===== src/design/dfp_pkg.sv =====
// shared types, constants and weight tables for the decimal to fixed point parser
package dfp_pkg;

    localparam int FracDigits = 8;

    function automatic logic [63:0] pow10(input int n);
        logic [63:0] v;
        v = 64'd1;
        for (int i = 0; i < n; i++) begin
            v = v * 64'd10;
        end
        return v;
    endfunction

    localparam logic [63:0] Scale = pow10(FracDigits);
    localparam int FracW = $clog2(Scale);
    localparam int CntW = $clog2(FracDigits + 1);
    localparam int IdxW = (FracDigits > 1) ? $clog2(FracDigits) : 1;
    localparam int AmtW = 63;
    localparam int ValW = AmtW;
    localparam int DigW = 4;
    localparam int SumW = ValW + DigW;

    localparam logic [7:0] CharZero  = 8'h30;
    localparam logic [7:0] CharNine  = 8'h39;
    localparam logic [7:0] CharPoint = 8'h2E;

    // weight of fraction digit k is 10^(FracDigits-1-k)
    function automatic logic [FracDigits*FracW-1:0] build_weights();
        logic [FracDigits*FracW-1:0] w;
        w = '0;
        for (int k = 0; k < FracDigits; k++) begin
            w[k*FracW +: FracW] = FracW'(pow10(FracDigits - 1 - k));
        end
        return w;
    endfunction

    localparam logic [FracDigits*FracW-1:0] FracWeights = build_weights();

    typedef enum logic [1:0] {
        PH_FIRST,
        PH_WHOLE,
        PH_POINT,
        PH_FRAC
    } t_phase;

    typedef struct packed {
        logic [7:0] char_code;
        logic       last_char;
    } t_in_item;

    typedef struct packed {
        logic [AmtW-1:0] amount;
        logic            valid_res;
    } t_out_item;

    typedef struct packed {
        logic [ValW-1:0]  whole_scaled;
        logic [FracW-1:0] frac_scaled;
        logic             ok;
    } t_pend;

endpackage


===== src/design/dfp_accum.sv =====
// input register and per-character accumulation of scaled whole and fraction values
module dfp_accum (
    input  logic              i_clk,
    input  logic              i_rst_n,
    input  logic              i_in_valid,
    output logic              o_in_ready,
    input  dfp_pkg::t_in_item i_in_item,
    output logic              o_pend_valid,
    input  logic              i_pend_ready,
    output dfp_pkg::t_pend    o_pend
);

    logic                         r_in_valid;
    dfp_pkg::t_in_item            r_in;
    logic                         consume;

    dfp_pkg::t_phase              r_phase, n_phase;
    logic [dfp_pkg::ValW-1:0]     r_whole, n_whole;
    logic                         r_big, n_big;
    logic [dfp_pkg::FracW-1:0]    r_frac, n_frac;
    logic [dfp_pkg::CntW-1:0]     r_count, n_count;
    logic                         r_failed, n_failed;

    logic                         r_pend_valid;
    dfp_pkg::t_pend               r_pend, n_pend;

    logic                         is_digit;
    logic [7:0]                   dig_full;
    logic [dfp_pkg::DigW-1:0]     digit;
    logic [63:0]                  digit_weight;
    logic [dfp_pkg::SumW-1:0]     whole_sum;
    logic [dfp_pkg::FracW-1:0]    frac_weight;
    logic [dfp_pkg::FracW-1:0]    frac_sum;

    assign consume    = r_in_valid && (!r_pend_valid || i_pend_ready);
    assign o_in_ready = !r_in_valid || consume;

    always_ff @(posedge i_clk) begin
        if (!i_rst_n) begin
            r_in_valid <= 1'b0;
        end else if (o_in_ready) begin
            r_in_valid <= i_in_valid;
        end
        if (o_in_ready && i_in_valid) begin
            r_in <= i_in_item;
        end
    end

    assign is_digit     = (r_in.char_code >= dfp_pkg::CharZero) &&
                          (r_in.char_code <= dfp_pkg::CharNine);
    assign dig_full     = r_in.char_code - dfp_pkg::CharZero;
    assign digit        = dig_full[dfp_pkg::DigW-1:0];
    assign digit_weight = digit * dfp_pkg::Scale;
    // value times ten as shift and add
    assign whole_sum    = dfp_pkg::SumW'({r_whole, 3'b000}) +
                          dfp_pkg::SumW'({r_whole, 1'b0}) +
                          dfp_pkg::SumW'(digit_weight);
    assign frac_weight  = dfp_pkg::FracWeights[r_count[dfp_pkg::IdxW-1:0]*dfp_pkg::FracW
                                               +: dfp_pkg::FracW];
    assign frac_sum     = r_frac + dfp_pkg::FracW'(digit * frac_weight);

    always_comb begin
        n_phase  = r_phase;
        n_whole  = r_whole;
        n_big    = r_big;
        n_frac   = r_frac;
        n_count  = r_count;
        n_failed = r_failed;
        if (!r_failed) begin
            case (r_phase)
                dfp_pkg::PH_FIRST, dfp_pkg::PH_WHOLE: begin
                    if (is_digit) begin
                        n_whole = whole_sum[dfp_pkg::ValW-1:0];
                        n_big   = r_big || (whole_sum[dfp_pkg::SumW-1:dfp_pkg::ValW] != '0);
                        n_phase = dfp_pkg::PH_WHOLE;
                    end else if (r_phase == dfp_pkg::PH_WHOLE &&
                                 r_in.char_code == dfp_pkg::CharPoint) begin
                        n_phase = dfp_pkg::PH_POINT;
                    end else begin
                        n_failed = 1'b1;
                    end
                end
                default: begin
                    if (!is_digit || r_count >= dfp_pkg::CntW'(dfp_pkg::FracDigits)) begin
                        n_failed = 1'b1;
                    end else begin
                        n_frac  = frac_sum;
                        n_count = dfp_pkg::CntW'(r_count + 1'b1);
                        n_phase = dfp_pkg::PH_FRAC;
                    end
                end
            endcase
        end
        n_pend.whole_scaled = n_whole;
        n_pend.frac_scaled  = n_frac;
        n_pend.ok           = !n_failed && !n_big &&
                              (n_phase == dfp_pkg::PH_WHOLE || n_phase == dfp_pkg::PH_FRAC);
    end

    always_ff @(posedge i_clk) begin
        if (!i_rst_n || (consume && r_in.last_char)) begin
            r_phase  <= dfp_pkg::PH_FIRST;
            r_whole  <= '0;
            r_big    <= 1'b0;
            r_frac   <= '0;
            r_count  <= '0;
            r_failed <= 1'b0;
        end else if (consume) begin
            r_phase  <= n_phase;
            r_whole  <= n_whole;
            r_big    <= n_big;
            r_frac   <= n_frac;
            r_count  <= n_count;
            r_failed <= n_failed;
        end
    end

    always_ff @(posedge i_clk) begin
        if (!i_rst_n) begin
            r_pend_valid <= 1'b0;
        end else if (!r_pend_valid || i_pend_ready) begin
            r_pend_valid <= consume && r_in.last_char;
        end
        if (consume && r_in.last_char) begin
            r_pend <= n_pend;
        end
    end

    assign o_pend_valid = r_pend_valid;
    assign o_pend       = r_pend;

`ifndef SYNTH
    a_first_clear: assert property (@(posedge i_clk) disable iff (!i_rst_n)
        r_phase == dfp_pkg::PH_FIRST |-> r_whole == '0 && !r_big && r_frac == '0 &&
                                         r_count == '0)
        else $error("parse state not clear while expecting first digit");

    a_no_frac_in_whole: assert property (@(posedge i_clk) disable iff (!i_rst_n)
        r_phase == dfp_pkg::PH_WHOLE |-> r_count == '0 && r_frac == '0)
        else $error("fraction state set during whole part");

    a_clear_after_last: assert property (@(posedge i_clk) disable iff (!i_rst_n)
        consume && r_in.last_char |=> r_phase == dfp_pkg::PH_FIRST && !r_failed)
        else $error("state not cleared after last character");

    a_pend_hold: assert property (@(posedge i_clk) disable iff (!i_rst_n)
        r_pend_valid && !i_pend_ready |=> r_pend_valid && $stable(r_pend))
        else $error("pending result lost while stalled");
`endif

endmodule


===== src/design/dfp_result.sv =====
// final sum, range check and output register
module dfp_result (
    input  logic               i_clk,
    input  logic               i_rst_n,
    input  logic               i_pend_valid,
    output logic               o_pend_ready,
    input  dfp_pkg::t_pend     i_pend,
    output logic               o_out_valid,
    input  logic               i_out_ready,
    output dfp_pkg::t_out_item o_out_item
);

    logic                     r_out_valid;
    dfp_pkg::t_out_item       r_out, n_out;
    logic                     take;
    logic [dfp_pkg::AmtW:0]   total;
    logic                     good;

    assign o_pend_ready = !r_out_valid || i_out_ready;
    assign take         = i_pend_valid && o_pend_ready;

    assign total = (dfp_pkg::AmtW + 1)'(i_pend.whole_scaled) +
                   (dfp_pkg::AmtW + 1)'(i_pend.frac_scaled);
    // above the signed 64-bit maximum when the top bit is set
    assign good  = i_pend.ok && !total[dfp_pkg::AmtW];

    always_comb begin
        n_out.amount    = good ? total[dfp_pkg::AmtW-1:0] : '0;
        n_out.valid_res = good;
    end

    always_ff @(posedge i_clk) begin
        if (!i_rst_n) begin
            r_out_valid <= 1'b0;
        end else if (o_pend_ready) begin
            r_out_valid <= i_pend_valid;
        end
        if (take) begin
            r_out <= n_out;
        end
    end

    assign o_out_valid = r_out_valid;
    assign o_out_item  = r_out;

`ifndef SYNTH
    a_invalid_zero: assert property (@(posedge i_clk) disable iff (!i_rst_n)
        r_out_valid && !r_out.valid_res |-> r_out.amount == '0)
        else $error("invalid result with nonzero amount");

    a_take_shows: assert property (@(posedge i_clk) disable iff (!i_rst_n)
        take |=> r_out_valid && r_out.valid_res == $past(good))
        else $error("taken result not presented");

    a_out_hold: assert property (@(posedge i_clk) disable iff (!i_rst_n)
        r_out_valid && !i_out_ready |=> r_out_valid && $stable(r_out))
        else $error("output transfer dropped while stalled");
`endif

endmodule


===== src/design/decimal_to_fixed_point_parser_top.sv =====
// top level of the decimal string to fixed point parser
//
//   channel   direction  handshake                  payload
//   input     in         i_in_valid / o_in_ready    i_in_item  (char_code, last_char)
//   output    out        o_out_valid / i_out_ready  o_out_item (amount, valid_res)
//
// one character transfer per cycle unless a pending result stalls, with the 67-bit times-ten
// accumulate in dfp_accum; a string's result is registered in dfp_accum, then in dfp_result
// synchronous active-low reset clears all valid flags and the parse state
// each stage holds its item while the next one is full; input keeps flowing into empty stages
module decimal_to_fixed_point_parser_top (
    input  logic               i_clk,
    input  logic               i_rst_n,
    input  logic               i_in_valid,
    output logic               o_in_ready,
    input  dfp_pkg::t_in_item  i_in_item,
    output logic               o_out_valid,
    input  logic               i_out_ready,
    output dfp_pkg::t_out_item o_out_item
);

    logic           pend_valid;
    logic           pend_ready;
    dfp_pkg::t_pend pend;

    dfp_accum u_accum (
        .i_clk        (i_clk),
        .i_rst_n      (i_rst_n),
        .i_in_valid   (i_in_valid),
        .o_in_ready   (o_in_ready),
        .i_in_item    (i_in_item),
        .o_pend_valid (pend_valid),
        .i_pend_ready (pend_ready),
        .o_pend       (pend)
    );

    dfp_result u_result (
        .i_clk        (i_clk),
        .i_rst_n      (i_rst_n),
        .i_pend_valid (pend_valid),
        .o_pend_ready (pend_ready),
        .i_pend       (pend),
        .o_out_valid  (o_out_valid),
        .i_out_ready  (i_out_ready),
        .o_out_item   (o_out_item)
    );

endmodule


===== config.mk =====
export PLATFORM = sky130hd
export DESIGN_NAME = decimal_to_fixed_point_parser_top
export DESIGN_NICKNAME = d
export VERILOG_FILES = /design/src/design/dfp_pkg.sv /design/src/design/dfp_accum.sv /design/src/design/dfp_result.sv /design/src/design/decimal_to_fixed_point_parser_top.sv
export SDC_FILE = /design/constraint.sdc
export NUM_CORES = 1
export LEC_CHECK = 0
export BUFFER_PORTS_ARGS = -buffer_cell sky130_fd_sc_hd__clkbuf_2
export CORE_UTILIZATION = 58
export DETAILED_ROUTE_END_ITERATION = 16
export GPL_TIMING_DRIVEN = 0
export PLACE_DENSITY = 0.89
export SETUP_SLACK_MARGIN = 0.2
export SLEW_MARGIN = 20
export SYNTH_ARGS = -nofsm -noshare
export SYNTH_HDL_FRONTEND = slang
export SYNTH_SLANG_ARGS = --single-unit

===== constraint.sdc =====
create_clock -name i_clk -period 6.77 [get_ports i_clk]
set_input_delay 0.677 -clock i_clk [delete_from_list [all_inputs] [get_ports i_clk]]
set_output_delay 0.677 -clock i_clk [all_outputs]
set_load 0.005 [all_outputs]

## Word level (Yosys, flattened, before mapping)

Cells that the tools add are included.

| word-level totals | value |
|---|---|
| register bits after elaboration | 265 |
| output and inout port bits | 66 |
| word-level logic and storage cells | 83 |

| operators by class | value |
|---|---|
| $add $sub $neg | 6 |
| $mul | 3 |
| order comparisons | 3 |
| equal/unequal tests | 4 |
| shift-type cells | 1 |
| muxes and demuxes | 19 |
| bitwise logic cells | 3 |
| reductions and logical operators | 28 |

Operator list:

| kind | number |
|---|---|
| indexed part select 216 x 9 -> 27 bit, first input constant | 1 |
| 2-to-1 mux 63 bit | 3 |
| 2-to-1 mux 27 bit | 3 |
| adder 66 x 64 -> 67 bit | 1 |
| adder 67 x 31 -> 67 bit | 1 |
| adder 63 x 27 -> 64 bit | 1 |
| adder 27 bit | 1 |
| multiplier 4 x 27 -> 27 bit | 1 |
| multiplier 4 x 19 -> 23 bit, second input constant | 1 |
| 2-to-1 mux 2 bit | 5 |
| logical AND 1 bit | 9 |
| equality test 8 x 6 -> 1 bit, second input constant | 1 |
| >= comparator 8 x 6 -> 1 bit, second input constant | 1 |
| less-or-equal comparator 8 x 6 -> 1 bit, second input constant | 1 |
| logical NOT 1 bit | 8 |
| multiplier 3 x 5 -> 8 bit, second input constant | 1 |
| 2-to-1 mux 1 bit | 8 |
| logical OR 1 bit | 7 |
| adder 4 x 1 -> 4 bit, second input constant | 1 |
| equality test 2 x 1 -> 1 bit, second input constant | 2 |
| >= comparator 4 bit, second input constant | 1 |
| AND reduction 4 bit | 1 |
| nonzero test 4 bit | 1 |
| subtractor 4 x 1 -> 4 bit, second input constant | 1 |
| other kinds (4) | 6 |

## Longest topological paths before layout

| logic depth | value |
|---|---|
| depth after elaboration | 11 |
| gate-level depth with buffers | 29 |

## Modules after synthesis

A second synthesis with hierarchy kept.

| unflattened totals | value |
|---|---|
| cells, all modules | 2407 |
| area, all modules | 21280.4 sq um |

Modules (own cells, without submodules):

| module | instances | cells an instance | area an instance (sq um) | sequential area each (sq um) |
|---|---|---|---|---|
| dfp_accum | 1 | 1933 | 16677.2 | 5004.8 |
| dfp_result | 1 | 474 | 4603.2 | 1941.9 |

## Worst setup path before layout

No wires, ideal clock.

| path | value |
|---|---|
| path type | register to register |
| start | register u_accum.r_in[2] in the netlist's numbering |
| end | register u_accum.r_whole[53] in the netlist's numbering |
| library setup time | 0.070 ns |
| arrival | 6.993 ns |
| required time | 6.700 ns |
| setup slack | -0.294 ns |
| stages on the path, launching flop included | 30 |
| buffers on the path | 1 |
| clock period less this slack | 7.064 ns |
| cell sequence | edfxtp_1 > fa_1 > inv_1 > fa_1 > inv_1 > ha_1 > a21o_1 > a21oi_1 > o21ai_0 > a21oi_1 > nand2b_1 > a21boi_0 > o31a_1 > o41ai_1 > o31a_1 > xor2_1 > fa_1 > inv_1 > ha_1 > buf_2 > nand2_2 > or3_1 > or4b_1 > or3_1 > a31oi_1 > o311ai_1 > a21oi_2 > nor3_1 > or3_1 > a21oi_1 |

| between the ends | value |
|---|---|
| longest elaborated chain between the ends | 6 |
| elaborated cells on any way between the ends | 9 |
| those cells by class | add/sub (2); mul (1); order compare (2); mux (3); reduce/logical (1) |

RTL lines:

| what | RTL line | source |
|---|---|---|
| start: declaration | dfp_accum.sv:14 | `dfp_pkg::t_in_item r_in;` |
| start signal: assignment | dfp_accum.sv:45 | `r_in <= i_in_item;` |
| subtractor 4 x 1 -> 4 bit | dfp_accum.sv:51 | `assign dig_full = r_in.char_code - dfp_pkg::CharZero;` |
| multiplier 4 x 19 -> 23 bit | dfp_accum.sv:53 | `assign digit_weight = digit * dfp_pkg::Scale;` |
| adder 67 x 31 -> 67 bit | dfp_accum.sv:56 | `dfp_pkg::SumW'({r_whole, 1'b0}) +` |
| 2-to-1 mux 63 bit (*) | dfp_accum.sv:72 | `if (is_digit) begin` |
| 2-to-1 mux 63 bit (*) | dfp_accum.sv:70 | `case (r_phase)` |
| 2-to-1 mux 63 bit (*) | dfp_accum.sv:69 | `if (!r_failed) begin` |
| end signal: assignment | dfp_accum.sv:110 | `r_whole <= n_whole;` |
| end: declaration | dfp_accum.sv:18 | `logic [dfp_pkg::ValW-1:0] r_whole, n_whole;` |

Mark *: on every way between the ends. The rest lies on a longest branch, timed or not.
A chain may end at the register's enable or synchronous reset.

## Worst setup path after layout

| path | value |
|---|---|
| start | register u_accum.r_in[3] in the netlist's numbering |
| end | register u_accum.r_whole[53] in the netlist's numbering |

The elaborated chain is that of the path after synthesis.

==> results.yml <==
status:
  outcome: "finished with violations"
  violations: "negative setup slack"
route:
  wl_per_cell_um: 19.65
  dr.pass1.iters: 6
  num_vias: 18591
  vias_per_cell: 6.195
  wl_mm: 58.96
  ant_nets: 0
  drt-initial-drc-count: 2200
  remaining_drc_errors: 0
critical_path:
  crit_type: "flop to flop"
  critPathArrivalTime_ns: 7.70
  cp-start-kind: "flop"
  required_ns: 7.28
  cp_slowest_stage_delay_ns: 0.59
  worstSetupEndpointType: "flop"
  cpMaxStageDelayCell: "fa_1"
  crit_path_max_fanout: 3
sta:
  worst_slew_pin_slew_ns: 0.9610
  clock_skew_ns: 0.02604
  min_period_over_period: 1.062
  fin_crit_ns: 7.188
  setup_violations: 19
  clock.fmax_ghz: 0.1391
  fin_ws_ns: -0.4177
  drv_slew: 0
  hold_viol: 0
  relSlewSlack: 0.3564
  fin_tns_setup_ns: -4.318
  rsz0062_at_grt: "yes"
  timing.hold.ws_ns: 0.2819
placed_design:
  dp.cells: 2900
  place.gp.congestion: 0.9685
  dp_hpwl_mm: 44.46
  portBuffers: 78
logic_synthesis:
  synth.top_cells.by_area: "edfxtp_1 24%, ha_1 12%, dfxtp_1 9.7%, fa_1 8.6%, nand2_1 6.9%"
  synth_nets: 2661
  avgSynthCellArea_um2: 8.867
  synth_warnings: 0
  synth-seq-cells: 265
  synth_cell_type_count: 78
  synth_cells: 2358
  synth_top_area_cell: "edfxtp_1"
  synth-edff-count: 164
  synth_ff_type: "edfxtp_1"
  async_flop_share: 0
  yosys.area.top_type_share: 0.2355
  ys_seq_area_frac: 0.3323
  netlist_area_um2: 20910
global_route:
  grt_overflow_total: 0
  top_usage_layer: "met2"
  grt_usage: 0.3174
  use_met3: 0.05354
  grt_pass1_vias: 17735
  grt_util_met1: 0.4343
  grt_max_degree: 48
  use_met2: 0.5094
  grt_first_pass_wirelength_mm: 91.75
  antenna_found_initial: 1
clock_tree:
  clk_path_buf_depth: 3
  h-tree-depth: 1
  cts.sinks: 265
  worstSkewPairLatency_ns: 0.58
  cts_tree: "built"
  cts_hold_buf: 0
  cts-root-buf: "clkbuf_16"
  path_clk_slew_ns: 0.07
  numCtsBuffers: 28
pwr:
  peakVddDrop_v: 0.0002599
  fin_total_pwr_mw: 4.775
  power_leakage_nw: 10.38
  power_density_nw_per_um2: 198.0
cells_and_area:
  finalCoreUtilization: 0.6796
  area_growth_pct: 15.34
  antennaDiodeCount: 0
  layout-drive-gt1-share: 0.1362
  nets: 2821
  final_cells: 3001
flow_run:
  drv_cap: 0
die:
  rows: 69
  start_util: 0.5892
  ios: 79
  die_y_um: 191.9
  coreArea_um2: 35480
  die-area_um2: 36810
  dieWidth_um: 191.9
worst_hold_path:
  min_path_type: "input pin to flop"
-- logic make-up (layout without fill, tap and decap cells) --
kind of cell	count (synthesis)	after routing	share of synthesized area
buffers and inverters	285	467	0.05194
adders and majority gates	290	290	0.2059
muxes	16	16	0.008558
xor gates and xnor gates	136	136	0.05697
DFF	265	265	0.3323
AOI/OAI and AO/OA	553	553	0.1659
and+or+nand+nor	813	813	0.1785
-- layout by cell type (no fill, tap or decap), drive strengths merged, types with 18 or more instances in the layout --
master and n:
a21o 62, and3 20, nand4 32, nand3 69, and2 34, dfxtp 101
buf 64, nor2b 20, ha 200, a21oi 198, clkbuf 190, nor3 41
a211oi 21, fa 90, nand2b 19, nand2 383, o21bai 22, o21a 25
a31oi 18, inv 194, o21ai 120, nor2 132, xor2 46, edfxtp 164
xnor2 90
-- report_power, final --
group	switching (mW)	internal (mW)	leakage, nW
sequential	0.0208	1.74	2.36
combinational	0.875	0.581	7.57
clock	0.676	0.884	0.448
-- worst paths after layout --
kind,slack (ns),cells past startpoint,start,endpoint
min reg2reg,0.46,2,u_accum.r_whole[23]$_SDFFE_PP0P_,u_accum.r_whole[23]$_SDFFE_PP0P_
max reg2reg,-0.42,31,u_accum.r_in[3]$_DFFE_PP_,u_accum.r_whole[53]$_SDFFE_PP0P_
max,-0.42,31,u_accum.r_in[3]$_DFFE_PP_,u_accum.r_whole[53]$_SDFFE_PP0P_
min,0.28,1,i_in_item[0],u_accum.r_in[0]$_DFFE_PP_
-- layout make-up --
type,count,area [µm²]
Buffer,91,374.1
Clock buffer,33,719.4
Clock inverter,19,211.5
Fill cell,2606,11370
Inverter,194,734.5
Multi-Input combinational cell,1808,13690
Sequential cell,265,6947
Tap cell,461,576.8
Timing Repair Buffer,130,859.6
-- Yosys cell counts (all sizes together) (3+ instances only) --
master   count
o211ai      10
nand2b      19
a21oi      198
nand2      383
ha         200
o221a        4
o21bai      22
nand3       69
a211o        6
clkbuf      79
or2          6
xnor2       90
nor3        41
a211oi      21
mux2        15
and2        34
nor4        10
inv        194
a2111oi      8
or3         14
o311a        3
o21a        25
and3        20
edfxtp     164
nor3b        6
or4          4
buf         12
o31a         5
a31oi       18
o21ai      120
nand3b       5
dfxtp      101
a21o        62
and4         9
nor2b       20
a21boi      11
nor2       132
fa          90
o31ai       11
xor2        46
nand4       32
-- metrics by stage --
step                      setup WS (ns)  area [µm²]
final                           -0.4177       24120
after CTS                       -0.3041       23550
after global routing            -0.5818       24120
after global placement           -1.194       21940
after detailed placement         -1.290       22010
after floorplan                -0.08026       20980
-- worst max-delay path: cells and delay by family (launching register included) --
family | cells | cell delay [ns]
buffers and inverters | 7 | 0.81
flip-flops | 1 | 0.43
AO/OA/AOI/OAI | 11 | 2.02
adder cells (fa/ha/maj) | 5 | 2.08
AND/OR/NAND/NOR | 7 | 1.72
XOR/XNOR | 1 | 0.08
-- state kept, by name, indices dropped and copies added (netlist names), 2 cells and up --
| name | flops |
|---|---|
| u_accum.r_whole | 63 |
| u_accum.r_in | 9 |
| u_accum.o_pend | 91 |
| u_accum.r_count | 4 |
| u_accum.r_frac | 27 |
| u_result.o_out_item | 64 |
| u_accum.r_phase | 2 |
-- repair_timing --
action                                  4_1_cts  5_1_grt
buffers inserted                             35       14
resized for setup                            78       98
gates cloned                                  0        0
endpoints found under the setup margin       75       71
endpoints found under the hold margin         0        0
pin swaps                                    55       61
-- layer usage --
layer | up-vias | routed length [µm]
met5 | - | 0
met4 | 0 | 2164
met3 | 179 | 5848
met2 | 1041 | 27010
met1 | 8811 | 23930
li1 | 8560 | -
(Power assumes the default switching activity.)
